$ cat config.mk
export PLATFORM = sky130hd
export DESIGN_NAME = pes_to_ts_packetizer_unit
export DESIGN_NICKNAME = d
export VERILOG_FILES = /design/src/rtl/ptsp_pkg.sv /design/src/rtl/pes_to_ts_packetizer_unit.sv /design/src/rtl/ptsp_ctrl.sv /design/src/rtl/ptsp_dp.sv
export SDC_FILE = /design/constraint.sdc
export NUM_CORES = 1
export LEC_CHECK = 0
export CORE_ASPECT_RATIO = 1.25
export CORE_MARGIN = 5
export CORE_UTILIZATION = 50
export DETAILED_ROUTE_END_ITERATION = 8
export DONT_BUFFER_PORTS = 1
export GPL_TIMING_DRIVEN = 1
export PLACE_DENSITY = 0.71
export SYNTH_ARGS = -nofsm -noshare
export SYNTH_HDL_FRONTEND = slang
export SYNTH_SLANG_ARGS = --single-unit
$ cat constraint.sdc
create_clock -name clk -period 7.25 [get_ports clk]
set_input_delay 0.725 -clock clk [delete_from_list [all_inputs] [get_ports clk]]
set_output_delay 0.725 -clock clk [all_outputs]
set_load 0.02 [all_outputs]
$ cat src/rtl/ptsp_pkg.sv
`default_nettype none
package ptsp_pkg;

	localparam logic [7:0] TS_SYNC        = 8'h47;
	localparam logic [7:0] TS_PAYLOAD     = 8'd184;
	localparam logic [7:0] PCR_PAYLOAD    = 8'd176;
	localparam logic [7:0] STREAM_ID_VID  = 8'hE0;
	localparam logic [7:0] PCR_FLAG_BYTE  = 8'h10;
	localparam logic [7:0] STUFF_BYTE     = 8'hFF;
	localparam logic [7:0] PES_FLAGS_BYTE = 8'h84;
	localparam logic [5:0] PCR_RESERVED   = 6'h3F;
	localparam logic [4:0] HSIZE_PTS      = 5'd14;
	localparam logic [4:0] HSIZE_DTS      = 5'd19;
	localparam int         PES_MAX        = 19;
	localparam logic [0:0] REG_PID        = 1'b0;
	localparam logic [0:0] REG_STREAM_ID  = 1'b1;

	typedef struct packed {
		logic load;
		logic hdr_byte;
		logic data_byte;
		logic flush;
	} ptsp_cmd_t;

	typedef struct packed {
		logic drop;
		logic need_head;
		logic hdr_last;
		logic byte_ok;
		logic flush_ok;
	} ptsp_status_t;

endpackage
`default_nettype wire

$ cat src/rtl/pes_to_ts_packetizer_unit.sv
// Sequence: an item is accepted, then header bytes go out one by one when a packet head
// is due, then the data byte, then a flush step pushes out any held word.
// Throughput: one item at a time; the byte sequencer emits one stream byte per cycle unless
// the output is full. Words leave through a one-word hold stage and an output register.
// Reset (arst_n low, async): pid 256, stream id 0xE0; counters, byte buffer, valids cleared.
`default_nettype none
module pes_to_ts_packetizer_unit (
	input  wire         clk,
	input  wire         arst_n,
	input  wire         cfg_valid,
	output logic        cfg_ready,
	input  wire  [0:0]  cfg_index,
	input  wire  [12:0] cfg_data,
	input  wire         s_axis_tvalid,
	output logic        s_axis_tready,
	input  wire  [95:0] s_axis_tdata,  // data_byte, unit_length, pts, dts, zero fill
	input  wire  [2:0]  s_axis_tuser,  // first_of_unit, has_dts, insert_pcr
	output logic        m_axis_tvalid,
	input  wire         m_axis_tready,
	output logic [31:0] m_axis_tdata,  // ts_word
	output logic [0:0]  m_axis_tuser,  // packet_end
	output logic        m_axis_tlast
);
	import ptsp_pkg::*;

	ptsp_cmd_t    cmd;
	ptsp_status_t status;

	assign cfg_ready = 1'b1;

	ptsp_ctrl u_ctrl (
		.clk      (clk),
		.arst_n   (arst_n),
		.in_valid (s_axis_tvalid),
		.in_ready (s_axis_tready),
		.status   (status),
		.cmd      (cmd)
	);

	ptsp_dp u_dp (
		.clk            (clk),
		.arst_n         (arst_n),
		.cfg_valid      (cfg_valid),
		.cfg_index      (cfg_index),
		.cfg_data       (cfg_data),
		.in_data_byte   (s_axis_tdata[7:0]),
		.in_first       (s_axis_tuser[0]),
		.in_unit_length (s_axis_tdata[23:8]),
		.in_pts         (s_axis_tdata[56:24]),
		.in_dts         (s_axis_tdata[89:57]),
		.in_has_dts     (s_axis_tuser[1]),
		.in_insert_pcr  (s_axis_tuser[2]),
		.cmd            (cmd),
		.status         (status),
		.out_valid      (m_axis_tvalid),
		.out_ready      (m_axis_tready),
		.out_word       (m_axis_tdata),
		.out_packet_end (m_axis_tuser[0]),
		.out_last       (m_axis_tlast)
	);

endmodule
`default_nettype wire

$ cat src/rtl/ptsp_ctrl.sv
`default_nettype none
module ptsp_ctrl (
	input  wire                    clk,
	input  wire                    arst_n,
	input  wire                    in_valid,
	output logic                   in_ready,
	input  ptsp_pkg::ptsp_status_t status,
	output ptsp_pkg::ptsp_cmd_t    cmd
);
	import ptsp_pkg::*;

	typedef enum logic [3:0] {
		ST_IDLE  = 4'b0001,
		ST_HEAD  = 4'b0010,
		ST_DATA  = 4'b0100,
		ST_FLUSH = 4'b1000
	} state_t;

	state_t state_q, state_d;

	always_comb begin
		state_d  = state_q;
		cmd      = '0;
		in_ready = 1'b0;
		unique case (state_q)
			ST_IDLE: begin
				in_ready = 1'b1;
				if (in_valid) begin
					cmd.load = 1'b1;
					if (status.drop) state_d = ST_IDLE;
					else if (status.need_head) state_d = ST_HEAD;
					else state_d = ST_DATA;
				end
			end
			ST_HEAD: begin
				cmd.hdr_byte = status.byte_ok;
				if (status.byte_ok && status.hdr_last) state_d = ST_DATA;
			end
			ST_DATA: begin
				cmd.data_byte = status.byte_ok;
				if (status.byte_ok) state_d = ST_FLUSH;
			end
			ST_FLUSH: begin
				cmd.flush = 1'b1;
				if (status.flush_ok) state_d = ST_IDLE;
			end
			default: state_d = ST_IDLE;
		endcase
	end

	always_ff @(posedge clk or negedge arst_n) begin
		if (!arst_n) begin
			state_q <= ST_IDLE;
		end else begin
			state_q <= state_d;
		end
	end

endmodule
`default_nettype wire

$ cat src/rtl/ptsp_dp.sv
`default_nettype none
module ptsp_dp (
	input  wire                    clk,
	input  wire                    arst_n,
	input  wire                    cfg_valid,
	input  wire  [0:0]             cfg_index,
	input  wire  [12:0]            cfg_data,
	input  wire  [7:0]             in_data_byte,
	input  wire                    in_first,
	input  wire  [15:0]            in_unit_length,
	input  wire  [32:0]            in_pts,
	input  wire  [32:0]            in_dts,
	input  wire                    in_has_dts,
	input  wire                    in_insert_pcr,
	input  ptsp_pkg::ptsp_cmd_t    cmd,
	output ptsp_pkg::ptsp_status_t status,
	output logic                   out_valid,
	input  wire                    out_ready,
	output logic [31:0]            out_word,
	output logic                   out_packet_end,
	output logic                   out_last
);
	import ptsp_pkg::*;

	logic [12:0] pid_q;
	logic [7:0]  sid_q;
	logic [3:0]  cc_q;
	logic [15:0] ubl_q;
	logic [7:0]  ppl_q;
	logic [23:0] buf_q;
	logic [1:0]  fill_q;
	logic [7:0]  k_q, hdr_len_q, af_q;
	logic        start_q, pcr_q, has_dts_q;
	logic [7:0]  data_q;
	logic [32:0] pts_q, dts_q;
	logic [15:0] plen_q;
	logic        pv_q, pe_q;
	logic [31:0] pw_q;
	logic        ov_q, oe_q, ol_q;
	logic [31:0] ow_q;

	logic [15:0] len1;
	logic [4:0]  hsize_in;
	logic [16:0] total;
	logic [7:0]  cap, pl_first, pl_cont, af_first, af_cont;
	logic        out_free, emit, word_done, byte_end;
	logic [7:0]  cur_byte, j, m8;
	logic [39:0] pts_f, dts_f;
	logic [47:0] pcr_f, pcr_sh;
	logic [7:0]  pes_b [PES_MAX];
	logic [4:0]  m_idx;
	logic [7:0]  ppl_dec;

	assign len1     = (in_unit_length == 16'd0) ? 16'd1 : in_unit_length;
	assign hsize_in = in_has_dts ? HSIZE_DTS : HSIZE_PTS;
	assign total    = {1'b0, len1} + {12'd0, hsize_in};
	assign cap      = in_insert_pcr ? PCR_PAYLOAD : TS_PAYLOAD;
	assign pl_first = (total < {9'd0, cap}) ? total[7:0] : cap;
	assign af_first = TS_PAYLOAD - pl_first;
	assign pl_cont  = (ubl_q < {8'd0, TS_PAYLOAD}) ? ubl_q[7:0] : TS_PAYLOAD;
	assign af_cont  = TS_PAYLOAD - pl_cont;

	assign status.drop      = !in_first && (ubl_q == 16'd0);
	assign status.need_head = in_first || (ppl_q == 8'd0);
	assign status.hdr_last  = (k_q == hdr_len_q - 8'd1);

	assign out_free        = !ov_q || out_ready;
	assign status.byte_ok  = (fill_q != 2'd3) || !pv_q || out_free;
	assign status.flush_ok = !pv_q || out_free;

	assign pts_f = {(has_dts_q ? 4'd3 : 4'd2), pts_q[32:30], 1'b1, pts_q[29:15], 1'b1,
		pts_q[14:0], 1'b1};
	assign dts_f = {4'd1, dts_q[32:30], 1'b1, dts_q[29:15], 1'b1, dts_q[14:0], 1'b1};
	assign pcr_f = {(has_dts_q ? dts_q : pts_q), PCR_RESERVED, 9'd0};

	always_comb begin
		pes_b[0]  = 8'h00;
		pes_b[1]  = 8'h00;
		pes_b[2]  = 8'h01;
		pes_b[3]  = sid_q;
		pes_b[4]  = (sid_q == STREAM_ID_VID) ? 8'h00 : plen_q[15:8];
		pes_b[5]  = (sid_q == STREAM_ID_VID) ? 8'h00 : plen_q[7:0];
		pes_b[6]  = PES_FLAGS_BYTE;
		pes_b[7]  = has_dts_q ? 8'hC0 : 8'h80;
		pes_b[8]  = has_dts_q ? 8'd10 : 8'd5;
		pes_b[9]  = pts_f[39:32];
		pes_b[10] = pts_f[31:24];
		pes_b[11] = pts_f[23:16];
		pes_b[12] = pts_f[15:8];
		pes_b[13] = pts_f[7:0];
		pes_b[14] = dts_f[39:32];
		pes_b[15] = dts_f[31:24];
		pes_b[16] = dts_f[23:16];
		pes_b[17] = dts_f[15:8];
		pes_b[18] = dts_f[7:0];
	end

	assign j      = k_q - 8'd4;
	assign m8     = j - af_q;
	assign m_idx  = m8[4:0];
	assign pcr_sh = pcr_f << {j[2:0] - 3'd2, 3'b000};

	always_comb begin
		cur_byte = STUFF_BYTE;
		if (k_q < 8'd4) begin
			case (k_q[1:0])
				2'd0: cur_byte = TS_SYNC;
				2'd1: cur_byte = {1'b0, start_q, 1'b0, pid_q[12:8]};
				2'd2: cur_byte = pid_q[7:0];
				default: cur_byte = {2'b00, (af_q != 8'd0), 1'b1, cc_q};
			endcase
		end else if (j < af_q) begin
			if (af_q == 8'd1) cur_byte = 8'h00;
			else if (j == 8'd0) cur_byte = af_q - 8'd1;
			else if (j == 8'd1) cur_byte = pcr_q ? PCR_FLAG_BYTE : 8'h00;
			else if (pcr_q && j < 8'd8) cur_byte = pcr_sh[47:40];
			else cur_byte = STUFF_BYTE;
		end else if (m8 < 8'(PES_MAX)) begin
			cur_byte = pes_b[m_idx];
		end
		if (cmd.data_byte) cur_byte = data_q;
	end

	assign ppl_dec   = ppl_q - 8'd1;
	assign emit      = cmd.hdr_byte || cmd.data_byte;
	assign word_done = emit && (fill_q == 2'd3);
	assign byte_end  = cmd.data_byte && (ppl_dec == 8'd0);

	always_ff @(posedge clk or negedge arst_n) begin
		if (!arst_n) begin
			pid_q   <= 13'd256;
			sid_q   <= STREAM_ID_VID;
			cc_q    <= '0;
			ubl_q   <= '0;
			ppl_q   <= '0;
			buf_q   <= '0;
			fill_q  <= '0;
			k_q     <= '0;
			pv_q    <= 1'b0;
			ov_q    <= 1'b0;
		end else begin
			if (cfg_valid) begin
				unique case (cfg_index)
					REG_PID:       pid_q <= cfg_data;
					REG_STREAM_ID: sid_q <= cfg_data[7:0];
					default: ;
				endcase
			end
			if (cmd.load) begin
				k_q <= '0;
				if (in_first) begin
					ubl_q  <= len1;
					ppl_q  <= pl_first - {3'd0, hsize_in};
					buf_q  <= '0;
					fill_q <= '0;
				end else if (ppl_q == 8'd0) begin
					ppl_q <= pl_cont;
				end
			end
			if (cmd.hdr_byte) begin
				k_q <= k_q + 8'd1;
				if (k_q == 8'd3) cc_q <= cc_q + 4'd1;
			end
			if (cmd.data_byte) begin
				ppl_q <= ppl_dec;
				ubl_q <= ubl_q - 16'd1;
			end
			if (emit) begin
				if (fill_q == 2'd3) begin
					buf_q  <= '0;
					fill_q <= '0;
				end else begin
					buf_q  <= {buf_q[15:0], cur_byte};
					fill_q <= fill_q + 2'd1;
				end
			end
			if (word_done) begin
				pv_q <= 1'b1;
				if (pv_q) ov_q <= 1'b1;
				else if (out_ready) ov_q <= 1'b0;
			end else if (cmd.flush && pv_q && out_free) begin
				pv_q <= 1'b0;
				ov_q <= 1'b1;
			end else if (out_ready) begin
				ov_q <= 1'b0;
			end
		end
	end

	always_ff @(posedge clk) begin
		if (cmd.load) begin
			data_q    <= in_data_byte;
			pts_q     <= in_pts;
			dts_q     <= in_dts;
			has_dts_q <= in_has_dts;
			plen_q    <= total[15:0] - 16'd6;
			start_q   <= in_first;
			pcr_q     <= in_first && in_insert_pcr;
			af_q      <= in_first ? af_first : af_cont;
			hdr_len_q <= in_first ? (8'd4 + af_first + {3'd0, hsize_in}) : (8'd4 + af_cont);
		end
		if (word_done) begin
			pw_q <= {buf_q, cur_byte};
			pe_q <= byte_end;
			if (pv_q) begin
				ow_q <= pw_q;
				oe_q <= pe_q;
				ol_q <= 1'b0;
			end
		end else if (cmd.flush && pv_q && out_free) begin
			ow_q <= pw_q;
			oe_q <= pe_q;
			ol_q <= 1'b1;
		end
	end

	assign out_valid      = ov_q;
	assign out_word       = ow_q;
	assign out_packet_end = oe_q;
	assign out_last       = ol_q;

endmodule
`default_nettype wire
* Word level (Yosys, flattened, before mapping) *
Index checks and enable logic that the tools add are counted.

cells by class
  add/sub/neg operators = 18
  bitwise gates (word level) = 2
  multiplexer cells = 71
  shifts and indexed selects = 1
  reduce and logical (&&, ||, !) cells = 39
  equality and inequality tests = 18
  magnitude comparators = 7

operators by type and width
  kind                     number
  $mux W8                  22
  $mux W24                 4
  $mux W32                 3
  $mux W16                 4
  $shl A48 B6 Y48          1
  $bmux W8 S5              1
  $mux W33                 1
  $logic_not A16 Y1        2
  $logic_not A8 Y1         3
  $mux W4                  6
  $pmux W8 S3              1
  $sub A8 B1 Y8 const B    3
  $mux W1                  19
  $add A16 B5 Y17          1
  $lt A17 B8 Y1            1
  $add A3 B8 Y8 const A    2
  $eq A8 B1 Y1 const B     2
  $lt A16 B8 Y1 const B    1
  $pmux W4 S4              1
  $sub A16 B1 Y16 const B  1
  $sub A16 B3 Y16 const B  1
  $sub A8 B8 Y8 const A    2
  $reduce_and A2 Y1        7
  $reduce_bool A2 Y1       6
  other kinds (37)         61

storage, ports and cells
  logic and storage cells = 181
  bits of input ports = 118
  flip-flop bits (word level) = 265

* Longest topological paths before layout *
  depth in word-level cells = 12
  depth in mapped cells = 27
  mapped depth without buffers = 25

* By module *
A second synthesis with hierarchy kept.

second synthesis, totals
  cells, all modules = 1273
  area, all modules = 14357.5 um2

modules (own cells, without submodules)
  module                     sequential area each (um2)  area an instance (um2)  instances  cells an instance
  ptsp_dp                    7417.1                      14028.5                 1          1237
  ptsp_ctrl                  101.3                       317.8                   1          34
  pes_to_ts_packetizer_unit  0.0                         11.3                    1          2

* Worst setup path after synthesis *
OpenSTA, ideal clock, no wires.

  path type = in2reg
  start point = in s_axis_tdata[13]
  end point = reg u_dp.hdr_len_q[7] (data pin)
  buffers on the path = 2
  setup time = 0.152 ns
  arrival time = 5.725 ns
  path slack = 1.373 ns
  stages = 27
  cell sequence = buf_2 > or4_1 > nor3_1 > a31o_2 > ha_1 > inv_1 > ha_1 > nand2b_1 > a21oi_1 > o21a_1 > mux2i_1 > nand4_2 > nor3_4 > clkbuf_1 > nand2_1 > ha_1 > nor2_1 > mux2i_1 > nand2_1 > xnor2_1 > ha_1 > ha_1 > inv_1 > o21bai_1 > a21oi_1 > or3_1 > a31oi_1

between the ends
  longest elaborated chain between the ends = 9

ends and longest elaborated chain
  item                    line                             RTL
  start: declaration      pes_to_ts_packetizer_unit.sv:16  input wire [95:0] s_axis_tdata,
  $logic_not A16 Y1       ptsp_dp.sv:54                    assign len1 = (in_unit_length == 16'd0) ? 16'd1 : in_unit_length;
  $mux W16 *              ptsp_dp.sv:54
  $add A16 B5 Y17 *       ptsp_dp.sv:56                    assign total = {1'b0, len1} + {12'd0, hsize_in};
  $lt A17 B8 Y1           ptsp_dp.sv:58                    assign pl_first = (total < {9'd0, cap}) ? total[7:0] : cap;
  $mux W8 *               ptsp_dp.sv:58
  $sub A8 B8 Y8 *         ptsp_dp.sv:59                    assign af_first = TS_PAYLOAD - pl_first;
  $add A3 B8 Y8 *         ptsp_dp.sv:200                   hdr_len_q <= in_first ? (8'd4 + af_first + {3'd0, hsize_in}) : (8'd4 + af_cont);
  $add A8 B5 Y8 *         ptsp_dp.sv:200
  $mux W8 *               ptsp_dp.sv:200
  end signal: assignment  ptsp_dp.sv:200
  end: declaration        ptsp_dp.sv:32                    logic [7:0] k_q, hdr_len_q, af_q;

Every way passes the cells marked *; elsewhere a longest branch is shown, timed or not.
A chain may end at the register's enable or synchronous reset.

* Worst setup path in the final report *
Ends and elaborated chain as after synthesis.

==> metrics.md <==
| Metric | Value |
|---|---|
| Detailed Routing Iterations Pass 1 | `6` |
| Synth unique cells | `87` |
| Bufs on Longest Clock Path | `3` |
| Top cell type's share of synthesized area | `37.1%` |
| CP dominant cell by count | `ha_1` |
| Unrepaired setup endpoints after global routing | `false` |
| # resized after CTS | `0` |
| Worst path depth | `26` |
| Num CTS Buffers | `26` |
| Delay-heaviest family, CP | `compound AO/OA/AOI/OAI gates` |
| Final hold viol count | `0` |
| Dominant cell type by area after synthesis | `edfxtp_1` |
| Share of layout cells above drive strength 1 | `12.4%` |
| Tot Pwr | `5.66 mW` |
| First-pass GRT wire length | `53.6 mm` |
| Drt drc | `0` |
| Initial Utilization | `between 50% and 60%` |
| Critical R2R Launch | `u_dp.k_q[0]` |
| Synth area leaders | `edfxtp_1 37%, dfrtp_1 15%, ha_1 4.0%` |
| Max-Cap Viols | `0` |
| CTS Root Cell | `clkbuf_16` |
| Post-route setup TNS | `0 ns` |
| Worst vdd ir | `roughly 0.28 mV` |
| Final #Nets | `1400` |
| Worst Setup Start Kind | `input pin` |
| Crit-path max cell delay | `0.54 ns` |
| Core Footprint | `28300 um2` |
| Worst-case reg-to-reg path depth | `13` |
| Die area | `~32000 um2` |
| Synthesized Nets | `1416` |
| Largest net degree at the start of global routing | `91` |
| Fin crit share | `78.5%` |
| CTS clk-pin slew, worst paths | `0.06 ns` |
| Worst hold-check path type | `in2async` |
| Reg2reg end | `u_dp.pw_q[2]` |
| Crit. Startpoint | `s_axis_tdata[13]` |
| Number of global-route vias before repair | `between 9k and 10k` |
| Finished Layout Cells | `between 1.5k and 2k` |
| Cells after DPL | `approximately 1.6k` |
| Max FO, Critical Path | `16` |
| Post-Route WL | `33.6 mm` |
| Die X-Extent | `161 um` |
| Layout area overhead | `8.78%` |
| DRT antenna net count | `0` |
| Syn Area/Cell | `11.4 um2` |
| Outcome | `finished clean` |
| Worst clock skew | `0.00792 ns` |
| Yosys reg bits | `265` |
| Hpwl dp | `approximately 25 mm` |
| Setup violations, final | `0` |
| Max Clk Rate | `176 MHz` |
| Final Critical Period | `approximately 5.7 ns` |
| TritonCTS clock tree | `done` |
| Cell Pwr Density | `approximately 370 nW/um2` |
| Rows | `69` |
| Final Hold Slack | `around 0.084 ns` |
| RePlAce Congestion | `between 0.9 and 1` |
| PortBufs | `0` |
| Avg WL per Cell | `20.9 um` |
| Max Slew Vio Count | `0` |
| EDFF count, synth | `between 150 and 200` |
| Reg2reg setup slack | `~2.6 ns` |
| Total track usage | `20.9%` |
| Routed via count | `9837` |
| Crit path buffers/inverters | `3` |
| Global route total overflow | `0` |
| Clk sink count | `265` |
| Sequential share of the synthesized area | `52.7%` |
| Worst slew pin tran | `1.13 ns` |
| Worst EP arrival | `6.08 ns` |
| I/O Pins | `155` |
| Main synth FF type | `edfxtp_1` |
| Worst-Skew Late Latency | `0.54 ns` |
| Ys async rst share | `about a third` |
| H-tree levels | `1` |
| CP max stage cell | `a22oi_1` |
| Die Y | `199 um` |
| Yosys synthesis warning count | `0` |
| Syn Inst Count | `1250` |
| Via/cell ratio | `roughly 6` |
| Initial DRC count | `800` |
| Worst Setup EP | `u_dp.hdr_len_q[7]` |
| Leak | `5.78 nW` |
| Worst Slack Setup Final | `1.56 ns` |
| Cell area after synthesis | `between 10000 and 15000 um2` |
| Pre-CTS WS | `~1.1 ns` |
| Antenna violations before repair | `0` |
| Relative slew slack | `24.7%` |
| Diode count | `0` |
| Setup CP Type | `in2reg` |
| Crit path required time | `7.64 ns` |
| Crit path capture type | `flip-flop` |
==> worst min path at each step <==
stage / cells after the start / slack, ns / end
floorplan: 0 / 0.40 / u_dp.out_packet_end
global placement: 0 / 0.40 / u_dp.out_word[30]
detailed placement: 0 / 0.40 / u_dp.out_word[14]
CTS: 1 / 0.09 / u_dp.out_valid
global route: 1 / 0.11 / u_dp.out_valid
finish: 1 / 0.08 / u_dp.out_valid
==> cell usage in the layout, fill, tap and decap left out, types with 21 or more instances in the layout <==
cell type  instances
a21oi_1           63
a22o_1            23
clkbuf_16         28
dfrtp_1           84
edfxtp_1         176
ha_1              46
inv_1             47
mux2_2            42
mux2i_1           24
mux4_2            22
nand2_1          107
nand3_1           22
nor2_1            93
nor3_1            36
o21ai_0           75
xnor2_1           50
xor2_1            21
==> routing by layer <==
layer	global-route usage, %	wire [um]	vias to the layer above
li1	-	-	4643
met1	25.6	13400	4771
met2	37.3	17100	347
met3	3.88	1920	76
met4	7.21	1170	0
met5	0	0	-
==> metrics by stage <==
stage                     util [%]  area (um2)
after global routing          54.8       15500
after detailed placement      51.4       14600
after floorplan                  -       14300
after CTS                     54.8       15500
after global placement        51.4       14600
final                         54.8       15500
==> layout make-up <==
class	count	area (um2)
fillers	2375	12800
well taps	355	444
repair buffers	16	148
flip-flops and latches	265	7520
clock buffers	39	776
inverters	49	186
clock inverters	9	110
multi-input cells	876	6320
==> cells in the mapped netlist, drive strengths merged, types with 9 or more instances <==
| cell | count |
|---|---|
| a21oi | 64 |
| a22o | 23 |
| a22oi | 16 |
| a31oi | 16 |
| and3 | 9 |
| buf | 11 |
| clkbuf | 49 |
| dfrtp | 84 |
| edfxtp | 176 |
| ha | 46 |
| inv | 49 |
| mux2 | 42 |
| mux2i | 24 |
| mux4 | 22 |
| nand2 | 109 |
| nand2b | 9 |
| nand3 | 23 |
| nor2 | 96 |
| nor2b | 17 |
| nor3 | 37 |
| nor4 | 11 |
| o21a | 10 |
| o21ai | 77 |
| o22ai | 13 |
| or3 | 15 |
| xnor2 | 52 |
| xor2 | 21 |
==> timing repair <==
item                                   CTS  global route
hold buffers                             4             0
setup buffers                            0             0
endpoints found under the hold margin   84             0
==> power breakdown <==
part	total (mW)	leakage, nW	switching (mW)	internal [mW]
sequential	2.30	2.73	0.274	2.03
combinational	1.98	2.62	1.19	0.791
clock	1.37	0.434	0.560	0.814
total	5.66	5.78	2.03	3.63
==> sequential cells by signal (all words and copies together) (netlist names), 8 cells and up <==
register        count
u_dp.dts_q         33
u_dp.pts_q         33
u_dp.out_word      32
u_dp.pw_q          32
u_dp.buf_q         24
u_dp.plen_q        16
u_dp.ubl_q         16
u_dp.pid_q         13
u_dp.af_q           8
u_dp.data_q         8
u_dp.hdr_len_q      8
u_dp.k_q            8
u_dp.ppl_q          8
u_dp.sid_q          8
==> cells by family (layout without fill, tap and decap cells) <==
logic type	after synthesis	count (layout)	synth area share [%]
simple gates	363	363	12.4
compound gates	303	303	14.4
flops	265	265	52.7
buf+inv	109	113	2.98
mux	88	88	8.48
xor+xnor	73	73	4.59
fa+ha+maj	48	48	4.32
other cells	1	1	0.0263
Note: power is estimated with default switching activity, not from simulation.
